$ cat src/sv/urra_pkg.sv
`default_nettype none

package urra_pkg;

    // child table size and derived widths
    localparam int MAX_CHILDREN    = 16;
    localparam int CNT_W           = $clog2(MAX_CHILDREN + 1);
    localparam int IDX_W           = (MAX_CHILDREN > 1) ? $clog2(MAX_CHILDREN) : 1;
    localparam int CHILD_IDX_W     = 8;

    // field widths
    localparam int ADDR_W          = 32;
    localparam int LOG2_W          = 5;
    localparam int LG_W            = 6;
    localparam int SIZE_W          = 38;
    localparam int ACT_W           = 5;
    localparam int CNODE_SLOT_LOG2 = 4;

    // register reset values
    localparam logic [ADDR_W-1:0] RST_BASE_ADDRESS = '0;
    localparam logic [LOG2_W-1:0] RST_REGION_LOG2  = 5'd12;
    localparam logic [LOG2_W-1:0] RST_ENDPOINT     = 5'd4;
    localparam logic [LOG2_W-1:0] RST_NOTIFICATION = 5'd4;
    localparam logic [LOG2_W-1:0] RST_THREAD_BLOCK = 5'd9;
    localparam logic [LOG2_W-1:0] RST_FRAME        = 5'd12;
    localparam logic [LOG2_W-1:0] RST_PAGE_TABLE   = 5'd12;

    typedef enum logic [1:0] {
        OP_RETYPE,
        OP_PROBE,
        OP_REVOKE_ALL,
        OP_REVOKE_ONE
    } t_op;

    typedef enum logic [2:0] {
        OBJ_ENDPOINT,
        OBJ_NOTIFICATION,
        OBJ_THREAD_BLOCK,
        OBJ_CNODE,
        OBJ_FRAME,
        OBJ_PAGE_TABLE,
        OBJ_UNTYPED,
        OBJ_INVALID
    } t_obj;

    typedef enum logic [2:0] {
        CFG_BASE_ADDRESS,
        CFG_REGION_SIZE_LOG2,
        CFG_DEVICE_REGION,
        CFG_ENDPOINT_SIZE_LOG2,
        CFG_NOTIFICATION_SIZE_LOG2,
        CFG_THREAD_BLOCK_SIZE_LOG2,
        CFG_FRAME_SIZE_LOG2,
        CFG_PAGE_TABLE_SIZE_LOG2
    } t_cfg_idx;

    typedef struct packed {
        logic [ADDR_W-1:0] base_address;
        logic [LOG2_W-1:0] region_size_log2;
        logic              device_region;
        logic [LOG2_W-1:0] endpoint_size_log2;
        logic [LOG2_W-1:0] notification_size_log2;
        logic [LOG2_W-1:0] thread_block_size_log2;
        logic [LOG2_W-1:0] frame_size_log2;
        logic [LOG2_W-1:0] page_table_size_log2;
    } t_cfg;

    typedef struct packed {
        t_op                    operation;
        t_obj                   object_type;
        logic [LOG2_W-1:0]      object_size_log2;
        logic [CHILD_IDX_W-1:0] child_index;
    } t_req;

    typedef struct packed {
        logic              dev_region;
        logic              has_children;
        logic [ACT_W-1:0]  active_children;
        logic [ADDR_W-1:0] bytes_remaining;
        logic [ADDR_W-1:0] object_address;
        logic              ok;
    } t_rsp;

    // log2 of object size, top bit set when the type is valid
    function automatic logic [LG_W:0] obj_log2(t_cfg cfg, t_obj ty, logic [LOG2_W-1:0] sz);
        logic [LG_W:0] res;
        res = '0;
        case (ty)
            OBJ_ENDPOINT:     res = {1'b1, LG_W'(cfg.endpoint_size_log2)};
            OBJ_NOTIFICATION: res = {1'b1, LG_W'(cfg.notification_size_log2)};
            OBJ_THREAD_BLOCK: res = {1'b1, LG_W'(cfg.thread_block_size_log2)};
            OBJ_CNODE:        res = {1'b1, LG_W'(sz) + LG_W'(CNODE_SLOT_LOG2)};
            OBJ_FRAME:        res = {1'b1, LG_W'(cfg.frame_size_log2)};
            OBJ_PAGE_TABLE:   res = {1'b1, LG_W'(cfg.page_table_size_log2)};
            OBJ_UNTYPED:      res = {1'b1, LG_W'(sz)};
            default:          res = '0;
        endcase
        return res;
    endfunction

endpackage

`default_nettype wire

$ cat src/sv/untyped_region_retype_allocator.sv
`default_nettype none

// channel   | direction | ports                          | payload
// ----------+-----------+--------------------------------+---------------------------------
// s_axis    | in        | tvalid, tready, tdata, tuser   | one allocator request
// m_axis    | out       | tvalid, tready, tdata          | one result per request
// cfg       | in        | valid, ready, index, data      | register write
//
// one request per cycle sustained while the result side is not stalled; an accepted request
// passes from the input register through the placement logic into the result register
// the free-offset feedback through align, add and compare sets the cycle time
// synchronous active-low reset restores register defaults and empties the child table
// a stalled result holds the result register; the input register still takes one request
// config writes are always ready and take effect in the next cycle

module untyped_region_retype_allocator (
    input  wire logic        i_clk,
    input  wire logic        i_rst_n,
    input  wire logic        i_s_axis_tvalid,
    output logic             o_s_axis_tready,
    // object_type[2:0], object_size_log2[7:3], child_index[15:8]
    input  wire logic [15:0] i_s_axis_tdata,
    // operation[1:0]
    input  wire logic [1:0]  i_s_axis_tuser,
    output logic             o_m_axis_tvalid,
    input  wire logic        i_m_axis_tready,
    // ok[0], object_address[32:1], bytes_remaining[64:33], active_children[69:65],
    // has_children[70], dev_region[71]
    output logic [71:0]      o_m_axis_tdata,
    input  wire logic        i_cfg_valid,
    output logic             o_cfg_ready,
    input  wire logic [2:0]  i_cfg_index,
    input  wire logic [31:0] i_cfg_data
);

    logic           r_in_valid;
    urra_pkg::t_req r_req;
    logic           r_out_valid;
    urra_pkg::t_rsp r_rsp;
    urra_pkg::t_rsp core_rsp;
    urra_pkg::t_cfg cfg;
    logic           advance;
    logic           fire;
    logic           s_take;

    assign o_cfg_ready     = 1'b1;
    assign advance         = !r_out_valid || i_m_axis_tready;
    assign fire            = r_in_valid && advance;
    assign o_s_axis_tready = !r_in_valid || advance;
    assign s_take          = i_s_axis_tvalid && o_s_axis_tready;

    urra_cfg_regs u_cfg (
        .i_clk   (i_clk),
        .i_rst_n (i_rst_n),
        .i_wr    (i_cfg_valid && o_cfg_ready),
        .i_index (i_cfg_index),
        .i_data  (i_cfg_data),
        .o_cfg   (cfg)
    );

    urra_core u_core (
        .i_clk   (i_clk),
        .i_rst_n (i_rst_n),
        .i_fire  (fire),
        .i_req   (r_req),
        .i_cfg   (cfg),
        .o_rsp   (core_rsp)
    );

    // input request register
    always_ff @(posedge i_clk) begin
        if (!i_rst_n) begin
            r_in_valid <= 1'b0;
        end else if (o_s_axis_tready) begin
            r_in_valid <= i_s_axis_tvalid;
        end
    end

    always_ff @(posedge i_clk) begin
        if (s_take) begin
            r_req.operation        <= urra_pkg::t_op'(i_s_axis_tuser);
            r_req.object_type      <= urra_pkg::t_obj'(i_s_axis_tdata[2:0]);
            r_req.object_size_log2 <= i_s_axis_tdata[7:3];
            r_req.child_index      <= i_s_axis_tdata[15:8];
        end
    end

    // result register
    always_ff @(posedge i_clk) begin
        if (!i_rst_n) begin
            r_out_valid <= 1'b0;
        end else if (advance) begin
            r_out_valid <= r_in_valid;
        end
    end

    always_ff @(posedge i_clk) begin
        if (fire) begin
            r_rsp <= core_rsp;
        end
    end

    assign o_m_axis_tvalid = r_out_valid;
    assign o_m_axis_tdata  = r_rsp;

endmodule

`default_nettype wire

$ cat src/sv/urra_cfg_regs.sv
`default_nettype none

module urra_cfg_regs (
    input  wire logic            i_clk,
    input  wire logic            i_rst_n,
    input  wire logic            i_wr,
    input  wire logic [2:0]      i_index,
    input  wire logic [31:0]     i_data,
    output urra_pkg::t_cfg       o_cfg
);

    urra_pkg::t_cfg r_cfg;
    urra_pkg::t_cfg n_cfg;

    // register write decode
    always_comb begin
        n_cfg = r_cfg;
        if (i_wr) begin
            case (urra_pkg::t_cfg_idx'(i_index))
                urra_pkg::CFG_BASE_ADDRESS:           n_cfg.base_address = i_data;
                urra_pkg::CFG_REGION_SIZE_LOG2:       n_cfg.region_size_log2 = i_data[4:0];
                urra_pkg::CFG_DEVICE_REGION:          n_cfg.device_region = i_data[0];
                urra_pkg::CFG_ENDPOINT_SIZE_LOG2:     n_cfg.endpoint_size_log2 = i_data[4:0];
                urra_pkg::CFG_NOTIFICATION_SIZE_LOG2: n_cfg.notification_size_log2 = i_data[4:0];
                urra_pkg::CFG_THREAD_BLOCK_SIZE_LOG2: n_cfg.thread_block_size_log2 = i_data[4:0];
                urra_pkg::CFG_FRAME_SIZE_LOG2:        n_cfg.frame_size_log2 = i_data[4:0];
                urra_pkg::CFG_PAGE_TABLE_SIZE_LOG2:   n_cfg.page_table_size_log2 = i_data[4:0];
                default:                              n_cfg = r_cfg;
            endcase
        end
    end

    always_ff @(posedge i_clk) begin
        if (!i_rst_n) begin
            r_cfg.base_address           <= urra_pkg::RST_BASE_ADDRESS;
            r_cfg.region_size_log2       <= urra_pkg::RST_REGION_LOG2;
            r_cfg.device_region          <= 1'b0;
            r_cfg.endpoint_size_log2     <= urra_pkg::RST_ENDPOINT;
            r_cfg.notification_size_log2 <= urra_pkg::RST_NOTIFICATION;
            r_cfg.thread_block_size_log2 <= urra_pkg::RST_THREAD_BLOCK;
            r_cfg.frame_size_log2        <= urra_pkg::RST_FRAME;
            r_cfg.page_table_size_log2   <= urra_pkg::RST_PAGE_TABLE;
        end else begin
            r_cfg <= n_cfg;
        end
    end

    assign o_cfg = r_cfg;

endmodule

`default_nettype wire

$ cat src/sv/urra_core.sv
`default_nettype none

module urra_core (
    input  wire logic        i_clk,
    input  wire logic        i_rst_n,
    input  wire logic        i_fire,
    input  wire urra_pkg::t_req i_req,
    input  wire urra_pkg::t_cfg i_cfg,
    output urra_pkg::t_rsp   o_rsp
);

    localparam int SW = urra_pkg::SIZE_W;
    localparam int CW = urra_pkg::CNT_W;
    localparam int AW = urra_pkg::ADDR_W;
    localparam int XW = urra_pkg::CNT_W + urra_pkg::CHILD_IDX_W;
    localparam int EW = urra_pkg::CNT_W + urra_pkg::ACT_W;

    logic [AW-1:0]                     r_free_offset, n_free_offset;
    logic [CW-1:0]                     r_child_count, n_child_count;
    logic [urra_pkg::MAX_CHILDREN-1:0] r_child_active, n_child_active;
    logic [CW-1:0]                     r_active_total, n_active_total;

    logic [urra_pkg::LG_W:0]   lg_info;
    logic                      lg_ok;
    logic [SW-1:0]             object_bytes;
    logic [SW-1:0]             mask;
    logic [SW-1:0]             aligned;
    logic [SW-1:0]             end_off;
    logic [SW-1:0]             total;
    logic                      fits;
    logic                      table_full;
    logic                      idx_in_range;
    logic                      idx_active;
    logic [AW-1:0]             total32;
    logic [EW-1:0]             act_ext;
    logic                      ok;
    logic [AW-1:0]             addr;

    // placement: align free offset up to object size and check fit
    always_comb begin
        lg_info      = urra_pkg::obj_log2(i_cfg, i_req.object_type, i_req.object_size_log2);
        lg_ok        = lg_info[urra_pkg::LG_W];
        object_bytes = SW'(1) << lg_info[urra_pkg::LG_W-1:0];
        mask         = object_bytes - SW'(1);
        aligned      = (SW'(r_free_offset) + mask) & ~mask;
        end_off      = aligned + object_bytes;
        total        = SW'(1) << i_cfg.region_size_log2;
        fits         = lg_ok && (end_off <= total);
    end

    // child table lookups
    assign table_full   = (r_child_count == CW'(urra_pkg::MAX_CHILDREN));
    assign idx_in_range = (XW'(i_req.child_index) < XW'(r_child_count));
    assign idx_active   = r_child_active[i_req.child_index[urra_pkg::IDX_W-1:0]];

    // next state per operation
    always_comb begin
        n_free_offset  = r_free_offset;
        n_child_count  = r_child_count;
        n_child_active = r_child_active;
        n_active_total = r_active_total;
        ok             = 1'b0;
        addr           = '0;
        case (i_req.operation)
            urra_pkg::OP_RETYPE: begin
                if (!table_full && fits) begin
                    n_child_active[r_child_count[urra_pkg::IDX_W-1:0]] = 1'b1;
                    n_child_count  = r_child_count + CW'(1);
                    n_active_total = r_active_total + CW'(1);
                    n_free_offset  = end_off[AW-1:0];
                    addr           = i_cfg.base_address + aligned[AW-1:0];
                    ok             = 1'b1;
                end
            end
            urra_pkg::OP_PROBE: begin
                if (fits) begin
                    addr = i_cfg.base_address + aligned[AW-1:0];
                    ok   = 1'b1;
                end
            end
            urra_pkg::OP_REVOKE_ALL: begin
                n_free_offset  = '0;
                n_child_count  = '0;
                n_child_active = '0;
                n_active_total = '0;
                ok             = 1'b1;
            end
            urra_pkg::OP_REVOKE_ONE: begin
                if (idx_in_range && idx_active) begin
                    n_child_active[i_req.child_index[urra_pkg::IDX_W-1:0]] = 1'b0;
                    n_active_total = r_active_total - CW'(1);
                end
                ok = 1'b1;
            end
            default: ok = 1'b0;
        endcase
    end

    // result fields from the post-step state
    always_comb begin
        total32                = AW'(1) << i_cfg.region_size_log2;
        act_ext                = EW'(n_active_total);
        o_rsp.ok               = ok;
        o_rsp.object_address   = addr;
        o_rsp.bytes_remaining  = (n_free_offset >= total32) ? '0 : total32 - n_free_offset;
        o_rsp.active_children  = act_ext[urra_pkg::ACT_W-1:0];
        o_rsp.has_children     = (n_active_total != '0);
        o_rsp.dev_region       = i_cfg.device_region;
    end

    // allocator state
    always_ff @(posedge i_clk) begin
        if (!i_rst_n) begin
            r_free_offset  <= '0;
            r_child_count  <= '0;
            r_child_active <= '0;
            r_active_total <= '0;
        end else if (i_fire) begin
            r_free_offset  <= n_free_offset;
            r_child_count  <= n_child_count;
            r_child_active <= n_child_active;
            r_active_total <= n_active_total;
        end
    end

endmodule

`default_nettype wire
$ cat config.mk
export PLATFORM = sky130hd
export DESIGN_NAME = untyped_region_retype_allocator
export DESIGN_NICKNAME = d
export VERILOG_FILES = /design/src/sv/urra_pkg.sv /design/src/sv/untyped_region_retype_allocator.sv /design/src/sv/urra_cfg_regs.sv /design/src/sv/urra_core.sv
export SDC_FILE = /design/constraint.sdc
export NUM_CORES = 1
export LEC_CHECK = 0
export BUFFER_PORTS_ARGS = -buffer_cell sky130_fd_sc_hd__buf_2
export CORE_MARGIN = 2
export CORE_UTILIZATION = 55
export CTS_CLUSTER_DIAMETER = 200
export DETAILED_ROUTE_END_ITERATION = 10
export GPL_TIMING_DRIVEN = 0
export HOLD_SLACK_MARGIN = 0.12
export MAX_ROUTING_LAYER = met4
export PLACE_DENSITY = 0.73
export SYNTH_ARGS = -nofsm -noshare
export SYNTH_HDL_FRONTEND = slang
export SYNTH_HIERARCHICAL = 1
export SYNTH_SLANG_ARGS = --single-unit
$ cat constraint.sdc
create_clock -name i_clk -period 34 [get_ports i_clk]
set_input_delay 5.1 -clock i_clk [delete_from_list [all_inputs] [get_ports i_clk]]
set_output_delay 5.1 -clock i_clk [all_outputs]
set_load 0.02 [all_outputs]
==> results of run 1 <==
==> cells in the mapped netlist (all sizes together) (16+ instances only) <==
cell and count:
a211oi 18, a21o 59, a21oi 152, a22oi 37
a31oi 52, a32oi 21, and3 24, buf 38
clkbuf 58, dfxtp 123, edfxtp 90, ha 175
inv 105, mux2i 72, nand2 234, nand2b 27
nand3 47, nand4 21, nor2 212, nor2b 45
nor3 77, o21a 16, o21ai 96, o21bai 19
o31ai 16, xnor2 64, xor2 40
==> where the power goes <==
group / switching (uW) / total (uW) / internal, uW
combinational: 195 / 309 / 114
sequential: 6.36 / 288 / 282
clock: 112 / 277 / 165
total: 313 / 874 / 561
==> worst reg2reg max path: cells and delay by family (launching register included) <==
family	cells	cell delay (ns)
and+or+nand+nor	13	2.90
xor gates and xnor gates	4	0.95
adders and majority gates	5	1.76
muxes	1	0.37
DFF	1	0.41
AOI/OAI and AO/OA	37	8.52
buffers and inverters	8	1.92
==> through the flow <==
step | hold slack [ns] | utilization (%) | instances
6_report | 0.464 | 61.9 | 2743
5_1_grt | 0.486 | 61.9 | 2743
4_1_cts | 0.466 | 61.9 | 2743
3_5_place_dp | 0.452 | 59.2 | 2697
3_3_place_gp | 0.444 | 59.1 | 2695
2_1_floorplan | 0.434 | - | 2126
==> path summary, 6_finish.rpt <==
kind / endpoint / slack, ns / depth (start not counted) / start
worst max-delay path: o_m_axis_tdata[64] / 16.93 / 68 / r_req[15]
worst min register to register: u_cfg/o_cfg[20] / 0.46 / 2 / u_cfg/o_cfg[20]
worst max register to register: o_m_axis_tdata[64] / 16.93 / 68 / r_req[15]
worst min-delay path: u_cfg/o_cfg[20] / 0.46 / 2 / u_cfg/o_cfg[20]
==> metal layers <==
layer / share of wire [%] / global-route usage [%] / up-vias
met5: 0 / - / -
met4: 3.4 / 10.9 / 0
met3: 6.1 / 2.73 / 87
met2: 44 / 48.7 / 615
met1: 46 / 41.8 / 7576
li1: - / - / 8095
==> sequential cells by signal, indices dropped and copies added (netlist names) <==
register	count
o_m_axis_tdata	72
u_cfg/o_cfg	63
u_core/r_free_offset	32
r_req	18
u_core/r_child_active	16
u_core/r_active_total	5
u_core/r_child_count	5
o_m_axis_tvalid	1
r_in_valid	1
==> cell type report <==
class                   count  area [um2]
plain buffers              96         507
clock buffers              33         719
clock inverters            13         140
fillers                  2869       12300
inverters                 106         400
multi-input cells        1711       11800
flip-flops and latches    213        5160
well taps                 442         553
repair buffers            129         676
==> placed cells by master, fill, tap and decap left out, types with 21 or more instances in the layout <==
cell type,netlist,final
nand2_1,233,233
nor2_1,211,211
ha_1,175,175
a21oi_1,151,150
buf_2,12,139
dfxtp_1,123,123
inv_1,100,100
o21ai_0,91,91
edfxtp_1,90,90
nor3_1,76,76
mux2i_1,72,72
xnor2_1,64,64
clkbuf_1,58,61
a21o_1,59,59
a31oi_1,52,52
nand3_1,46,46
nor2b_1,44,43
xor2_1,40,40
clkbuf_16,0,27
nand2b_1,27,27
and3_1,23,23
nand4_1,21,21
==> logic make-up (layout without fill, tap and decap cells) <==
| kind of cell | after synthesis | after routing |
|---|---|---|
| compound gates | 566 | 566 |
| fa+ha+maj | 179 | 179 |
| flops | 213 | 213 |
| mux | 86 | 86 |
| other cells | 2 | 3 |
| buf+inv | 202 | 377 |
| xor+xnor | 104 | 104 |
| simple gates | 773 | 773 |
==> summary.md, run 1 <==
| Metric | Value |
|---|---|
| Die area | `34000 um2` |
| Status | `finished, final reports clean` |
| Number of synthesized flops with an enable pin | `90` |
| Max Slew Vio Count | `0` |
| Setup bufs post-CTS | `0` |
| Via count | `16400` |
| Simple-gate share of the synthesized area | `20.8%` |
| RSZ-0062 raised after global routing | `false` |
| Top cell type's share of synthesized area | `15.1%` |
| Post-Synth XOR/XNOR Area | `5.09%` |
| Leakage power | `0.00877 uW` |
| Total grt overflow | `0` |
| Core area | `32300 um2` |
| Clk slew on worst S/H paths | `0.06 ns` |
| Io pins | `133` |
| DRC viols | `0` |
| Max FO, Critical Path | `10` |
| Tot GR Track Use | `30.9%` |
| Vias per inst | `5.97` |
| Area leader, netlist | `edfxtp_1` |
| Height of the die | `184 um` |
| Pwr Density | `43.7 nW/um2` |
| First-pass GRT wire length | `81200 um` |
| Initial antenna violation count | `0` |
| Cells after Synth | `2125` |
| N_diodes | `0` |
| CTS tree | `built` |
| Cell mode on critical path | `a21o_1` |
| WS Path Type | `flip-flop to flip-flop` |
| Seq/Total Area, Yosys | `28.9%` |
| Post-synthesis register bit count | `213` |
| Wirelength, routed | `51500 um` |
| Final Setup Violations | `0` |
| Critical path data arrival time | `17.36 ns` |
| DR pass1 iterations | `6` |
| CP Buf/Inv Count | `8` |
| Largest family of logic cells by synthesized area | `compound AO/OA/AOI/OAI gates` |
| Nets | `2519` |
| Synth Area in Adders | `12.7%` |
| Tcrit/Tclk final | `50.2%` |
| Initial Utilization | `55.4%` |
| Dominant synthesized flop cell | `dfxtp_1` |
| Synth area leaders | `edfxtp_1 15%, dfxtp_1 14%, ha_1 12%, nand2_1 4.9%, nor2_1 4.4%` |
| Final Critical Period | `17.07 ns` |
| Setup crit end kind | `flip-flop` |
| H-tree levels | `1` |
| Site row count | `66` |
| Clk root buf | `clkbuf_16` |
| Overall power | `874 uW` |
| Resized cells post-CTS | `0` |
| Post-synthesis compound-gate area fraction | `22.0%` |
| Syn. warnings | `6` |
| Share of post-route cells with drive strength above 1 | `12.3%` |
| Max-slew headroom | `34.2%` |
| Setup crit start kind | `flip-flop` |
| CTS buffer count | `25` |
| Final worst slack | `16.93 ns` |
| Final setup TNS | `0 ns` |
| ANT nets after route | `0` |
| Synthesized cell area | `17900 um2` |
| Avg WL per Cell | `18.8 um` |
| CTS sink cnt | `213` |
| Post-CTS Hold Buffers | `0` |
| Worst endpoint required time | `34.30 ns` |
| Slew @ Worst Pin | `0.986 ns` |
| Dpl ws | `17.21 ns` |
| Post-Syn Area per Cell | `8.42 um2` |
| Maximum Capacitance Violations | `0` |
| DP HPWL | `41100 um` |
| PortBufs | `127` |
| Area Overhead vs Synth | `11.8%` |
| Placement-stage cell area | `19100 um2` |
| Hold WC Path Type | `flip-flop to flip-flop` |
| Max incr delay on CP | `0.54 ns` |
| Number of global-route vias before repair | `15500` |
| Mux cell area share after synthesis | `5.35%` |
| Worst vdd ir | `36.8 uV` |
| Hold Fails Final Rpt | `0` |
| Synth cell types | `106` |
| Clk Latency, worst-skew pair | `0.56 ns` |
| Clk buf depth | `3` |
| Max Clk Rate | `58.6 MHz` |
| Final Cell Area | `20000 um2` |
| Worst Skew | `0.0126 ns` |
| CP delay by family, top | `compound AO/OA/AOI/OAI gates` |
| Die Span X | `184 um` |
| Async SR Flop Fraction | `0%` |
| Drt first-iter violations | `1379` |
| Crit-path slowest cell | `o41ai_1` |
| Largest net degree at the start of global routing | `38` |
| Final weighted congestion in routability-driven placement | `1.00` |
(Power assumes the default switching activity.)
==> inputs of run 2 (changes only) <==
==> constraint.sdc (replaced) <==
create_clock -name i_clk -period 17.3 [get_ports i_clk]
set_input_delay 2.595 -clock i_clk [delete_from_list [all_inputs] [get_ports i_clk]]
set_output_delay 2.595 -clock i_clk [all_outputs]
set_load 0.02 [all_outputs]
==> summary.md, run 2 (same netlist as run 1, synthesis figures left out) <==
| Metric | Value |
|---|---|
| NetSw | `617 uW` |
| WS Path Type | `flip-flop to flip-flop` |
| Most common cell after layout, fill and taps aside | `nand2_1` |
| Leakage power | `0.00882 uW` |
| Clk buf depth | `3` |
| Min-Delay Startpoint | `u_cfg/o_cfg[20]` |
| H-tree levels | `1` |
| Hold Fails Final Rpt | `0` |
| Max FO, Critical Path | `13` |
| Cell mode on critical path | `o21ai_0` |
| Share of post-route cells with drive strength above 1 | `13.0%` |
| Worst flop-to-flop path endpoint | `o_m_axis_tdata[39]` |
| Switching Share | `35.8%` |
| Total grt overflow | `0` |
| Commonest non-fill, non-tap cells in the layout | `233 x nand2_1, 210 x nor2_1, 175 x ha_1` |
| Max incr delay on CP | `0.49 ns` |
| Area Overhead vs Synth | `12.1%` |
| Hold path depth | `2` |
| Clk Latency, worst-skew pair | `0.56 ns` |
| Die Span X | `184 um` |
| Tcrit/Tclk final | `93.6%` |
| DRC viols | `0` |
| First-pass GRT wire length | `81200 um` |
| Drt first-iter violations | `1412` |
| Worst endpoint required time | `17.68 ns` |
| Worst Hold End | `u_cfg/o_cfg[20]` |
| Status | `finished, final reports clean` |
| Site row count | `66` |
| Critical path data arrival time | `16.56 ns` |
| Max-slew headroom | `34.4%` |
| CTS tree | `built` |
| Io pins | `133` |
| Final Critical Period | `16.19 ns` |
| Largest net degree at the start of global routing | `38` |
| Max Slew Vio Count | `0` |
| Clock power share | `31.6%` |
| RSZ-0062 raised after global routing | `false` |
| Avg WL per Cell | `18.8 um` |
| Final Setup Violations | `0` |
| Worst vdd ir | `72.3 uV` |
| Core area | `32300 um2` |
| Final setup TNS | `0 ns` |
| Placement-stage cell area | `19100 um2` |
| Max reg flops | `72` |
| Min Hold Slack | `0.464 ns` |
| Slew @ Worst Pin | `0.984 ns` |
| Wirelength, routed | `51500 um` |
| R2R Setup Slk | `1.11 ns` |
| Crit-path slowest cell | `a2111o_2` |
| Initial antenna violation count | `0` |
| Maximum Capacitance Violations | `0` |
| PortBufs | `127` |
| Setup crit start kind | `flip-flop` |
| Clk slew on worst S/H paths | `0.06 ns` |
| Hold WC Path Type | `flip-flop to flip-flop` |
| Initial Utilization | `55.4%` |
| Vias per inst | `5.96` |
| Worst Skew | `0.0128 ns` |
| Logic pwr share | `35.6%` |
| ANT nets after route | `0` |
| N_diodes | `0` |
| R2R Path Start | `r_req[13]` |
| CTS buffer count | `25` |
| Final weighted congestion in routability-driven placement | `1.00` |
| Clk root buf | `clkbuf_16` |
| Final Cell Area | `20100 um2` |
| Pwr Density | `86.0 nW/um2` |
| Height of the die | `184 um` |
| Nets | `2521` |
| Cell Int Power | `1110 uW` |
| Die area | `34000 um2` |
| Number of global-route vias before repair | `15500` |
| R2R depth | `71` |
| CTS sink cnt | `213` |
| Setup crit end kind | `flip-flop` |
| Max Clk Rate | `61.8 MHz` |
| DP HPWL | `41100 um` |
| DR pass1 iterations | `5` |
| Via count | `16400` |
| Reg power frac | `32.8%` |
| Tot GR Track Use | `30.9%` |
[run 2: area by class of cell]
class / count / area (um2)
clock inverter: 13 / 140
tap: 442 / 553
clock buffer: 33 / 719
sequential: 213 / 5160
timing repair buffer: 132 / 698
buffer: 95 / 510
multi-input combinational: 1711 / 11900
fill: 2857 / 12200
inverter: 106 / 400
[run 2: worst max-delay path: cells and delay by family (launching register included)]
family | cells | cell delay (ns)
flops | 1 | 0.35
xor+xnor | 3 | 0.56
fa+ha+maj | 6 | 2.18
mux | 1 | 0.36
compound gates | 40 | 8.44
simple gates | 14 | 2.48
buf+inv | 7 | 1.61
[run 2: what timing repair did]
action                                  in CTS  in global routing
endpoints found under the setup margin       0                 32
hold endpoints to repair                     0                  0
gates resized for setup                      0                 20
buffers inserted                             0                  3
hold buffers                                 0                  0
[run 2: worst max path at each step]
stage / cells after the start / from / end
finish: 71 / r_req[13] / o_m_axis_tdata[39]
floorplan: 69 / r_req[14] / o_m_axis_tdata[48]
global route: 71 / r_req[13] / o_m_axis_tdata[41]
CTS: 70 / r_req[15] / o_m_axis_tdata[39]
global placement: 68 / r_req[15] / o_m_axis_tdata[64]
detailed placement: 70 / r_req[15] / o_m_axis_tdata[36]
[run 2: metal layers]
layer	global-route usage (%)	part of all wire, %	vias up
met5	-	0	-
met3	2.73	6.0	83
met4	10.9	3.4	0
met1	41.8	46	7595
met2	48.7	44	567
li1	-	-	8108
[run 2: power by group through the flow]
| stage | logic (uW) | registers, uW | clock network [uW] |
|---|---|---|---|
| detailed placement | 594 | 577 | 0 |
| finish | 614 | 566 | 545 |
| CTS | 598 | 566 | 556 |
| floorplan | 430 | 591 | 0 |
| global placement | 583 | 578 | 0 |
| global route | 677 | 568 | 572 |
[run 2: through the flow]
| stage | utilization [%] | total power (uW) | worst slack, ns | cells |
|---|---|---|---|---|
| after global routing | 62.1 | 1820 | 0.0735 | 2745 |
| after global placement | 59.1 | 1160 | 0.525 | 2695 |
| after CTS | 61.9 | 1720 | 0.409 | 2743 |
| final | 62.1 | 1720 | 1.11 | 2745 |
| after floorplan | - | 1020 | 3.52 | 2126 |
| after detailed placement | 59.2 | 1170 | 0.513 | 2697 |
==> inputs of run 3 (changes only) <==
==> constraint.sdc (replaced) <==
create_clock -name i_clk -period 16.55 [get_ports i_clk]
set_input_delay 2.4825 -clock i_clk [delete_from_list [all_inputs] [get_ports i_clk]]
set_output_delay 2.4825 -clock i_clk [all_outputs]
set_load 0.02 [all_outputs]
==> summary.md, run 3 (same netlist as run 1, synthesis figures left out) <==
| Metric | Value |
|---|---|
| Status | `finished, final reports clean` |
| Total grt overflow | `0` |
| Tot GR Track Use | `31.0%` |
| Max reg flops | `72` |
| Nets | `2529` |
| CTS sink cnt | `213` |
| Hold WC Path Type | `flip-flop to flip-flop` |
| Clk buf depth | `3` |
| Via count | `16400` |
| Max-slew headroom | `34.1%` |
| Area Overhead vs Synth | `12.8%` |
| Final Setup Violations | `0` |
| Worst flop-to-flop path endpoint | `o_m_axis_tdata[39]` |
| First-pass GRT wire length | `81200 um` |
| Clk Latency, worst-skew pair | `0.56 ns` |
| R2R depth | `72` |
| Cell mode on critical path | `o21ai_0` |
| Io pins | `133` |
| Dpl ws | `-0.237 ns` |
| PortBufs | `127` |
| Largest net degree at the start of global routing | `38` |
| CTS buffer count | `25` |
| Critical path data arrival time | `16.15 ns` |
| Worst endpoint required time | `16.93 ns` |
| Avg WL per Cell | `18.8 um` |
| Maximum Capacitance Violations | `0` |
| N_diodes | `0` |
| R2R Path Start | `r_req[13]` |
| Clk root buf | `clkbuf_16` |
| DRC viols | `0` |
| Clk slew on worst S/H paths | `0.06 ns` |
| WS Path Type | `flip-flop to flip-flop` |
| Drt first-iter violations | `1371` |
| Initial Utilization | `55.4%` |
| Crit path from | `r_req[13]` |
| Most common cell after layout, fill and taps aside | `nand2_1` |
| Layout fillers | `2847` |
| Max Clk Rate | `63.4 MHz` |
| Tcrit/Tclk final | `95.3%` |
| Vias per inst | `5.95` |
| Pwr Density | `89.8 nW/um2` |
| Share of post-route cells with drive strength above 1 | `13.7%` |
| ANT nets after route | `0` |
| R2R Setup Slk | `0.78 ns` |
| Site row count | `66` |
| Post-Layout Cell Count | `2753` |
| Final worst slack | `0.781 ns` |
| Initial antenna violation count | `1` |
| DP HPWL | `41100 um` |
| Setup crit end kind | `flip-flop` |
| Final weighted congestion in routability-driven placement | `1.00` |
| Die Span X | `184 um` |
| Slew @ Worst Pin | `0.989 ns` |
| Number of global-route vias before repair | `15500` |
| Setup crit start kind | `flip-flop` |
| Max Slew Vio Count | `0` |
| Leakage power | `0.00887 uW` |
| Core area | `32300 um2` |
| Worst vdd ir | `75.7 uV` |
| CTS tree | `built` |
| Final Critical Period | `15.77 ns` |
| Commonest non-fill, non-tap cells in the layout | `232 x nand2_1, 210 x nor2_1, 175 x ha_1` |
| # placed instances | `2697` |
| Die area | `34000 um2` |
| Max FO, Critical Path | `10` |
| Worst Skew | `0.0112 ns` |
| Hold Fails Final Rpt | `0` |
| DR pass1 iterations | `5` |
| Wirelength, routed | `51600 um` |
| Crit-path slowest cell | `a2111o_2` |
| Height of the die | `184 um` |
| H-tree levels | `1` |
| Max incr delay on CP | `0.49 ns` |
| Setup crit end | `o_m_axis_tdata[39]` |
## run 3: what timing repair did
item	CTS	global route
pin swaps	0	7
hold buffers	0	0
gates resized for setup	10	32
hold endpoints to repair	0	0
buffers inserted	0	11
setup endpoints to repair	31	32
## run 3: layout make-up
cell class / instances / area [um2] / area share, %
clock inverters: 13 / 140 / 0.695
repair buffers: 140 / 758 / 3.76
flip-flops and latches: 213 / 5160 / 25.6
inverters: 106 / 400 / 1.98
multi-input cells: 1711 / 11900 / 59.1
clock buffers: 33 / 719 / 3.57
well taps: 442 / 553 / 2.74
plain buffers: 95 / 519 / 2.57
## run 3: worst max-delay path: cells and delay by family, from the launching register on
family,cells,cell delay (ns)
flops,1,0.39
buf+inv,10,1.89
fa+ha+maj,6,1.95
compound gates,41,8.53
xor+xnor,3,0.57
simple gates,12,2.23
## run 3: report_power, final
part / switching (uW) / internal (uW)
Combinational: 406 / 245
Sequential: 13.1 / 579
Clock: 229 / 340
Total: 648 / 1160
## run 3: stage by stage
stage          utilization, %  hold WS [ns]  instance area [um2]  setup TNS, ns  total power [uW]
6_report                 62.5         0.464                20200              0              1810
5_1_grt                  62.5         0.486                20200          -1.70              1910
4_1_cts                  62.0         0.466                20000              0              1800
3_5_place_dp             59.2         0.452                19100          -5.18              1220
3_3_place_gp             59.1         0.444                19100          -3.06              1210
2_1_floorplan               -         0.434                17900              0              1070
## run 3: how the worst min path moves through the flow
stage                    start         endpoint  slack, ns  cells after the start
6_report       u_cfg/o_cfg[20]  u_cfg/o_cfg[20]       0.46                      2
2_1_floorplan  u_cfg/o_cfg[12]  u_cfg/o_cfg[12]       0.43                      2
3_5_place_dp    u_cfg/o_cfg[1]   u_cfg/o_cfg[1]       0.45                      2
4_1_cts         u_cfg/o_cfg[1]   u_cfg/o_cfg[1]       0.47                      2
5_1_grt        u_cfg/o_cfg[58]  u_cfg/o_cfg[58]       0.49                      2
3_3_place_gp   u_cfg/o_cfg[24]  u_cfg/o_cfg[24]       0.44                      2
## run 3: layer usage
layer	vias to the layer above	GRT usage, %	wire [um]
li1	8116	-	-
met1	7638	41.8	24000
met2	545	48.8	23000
met3	87	2.73	2840
met4	0	10.9	1840
met5	-	-	0
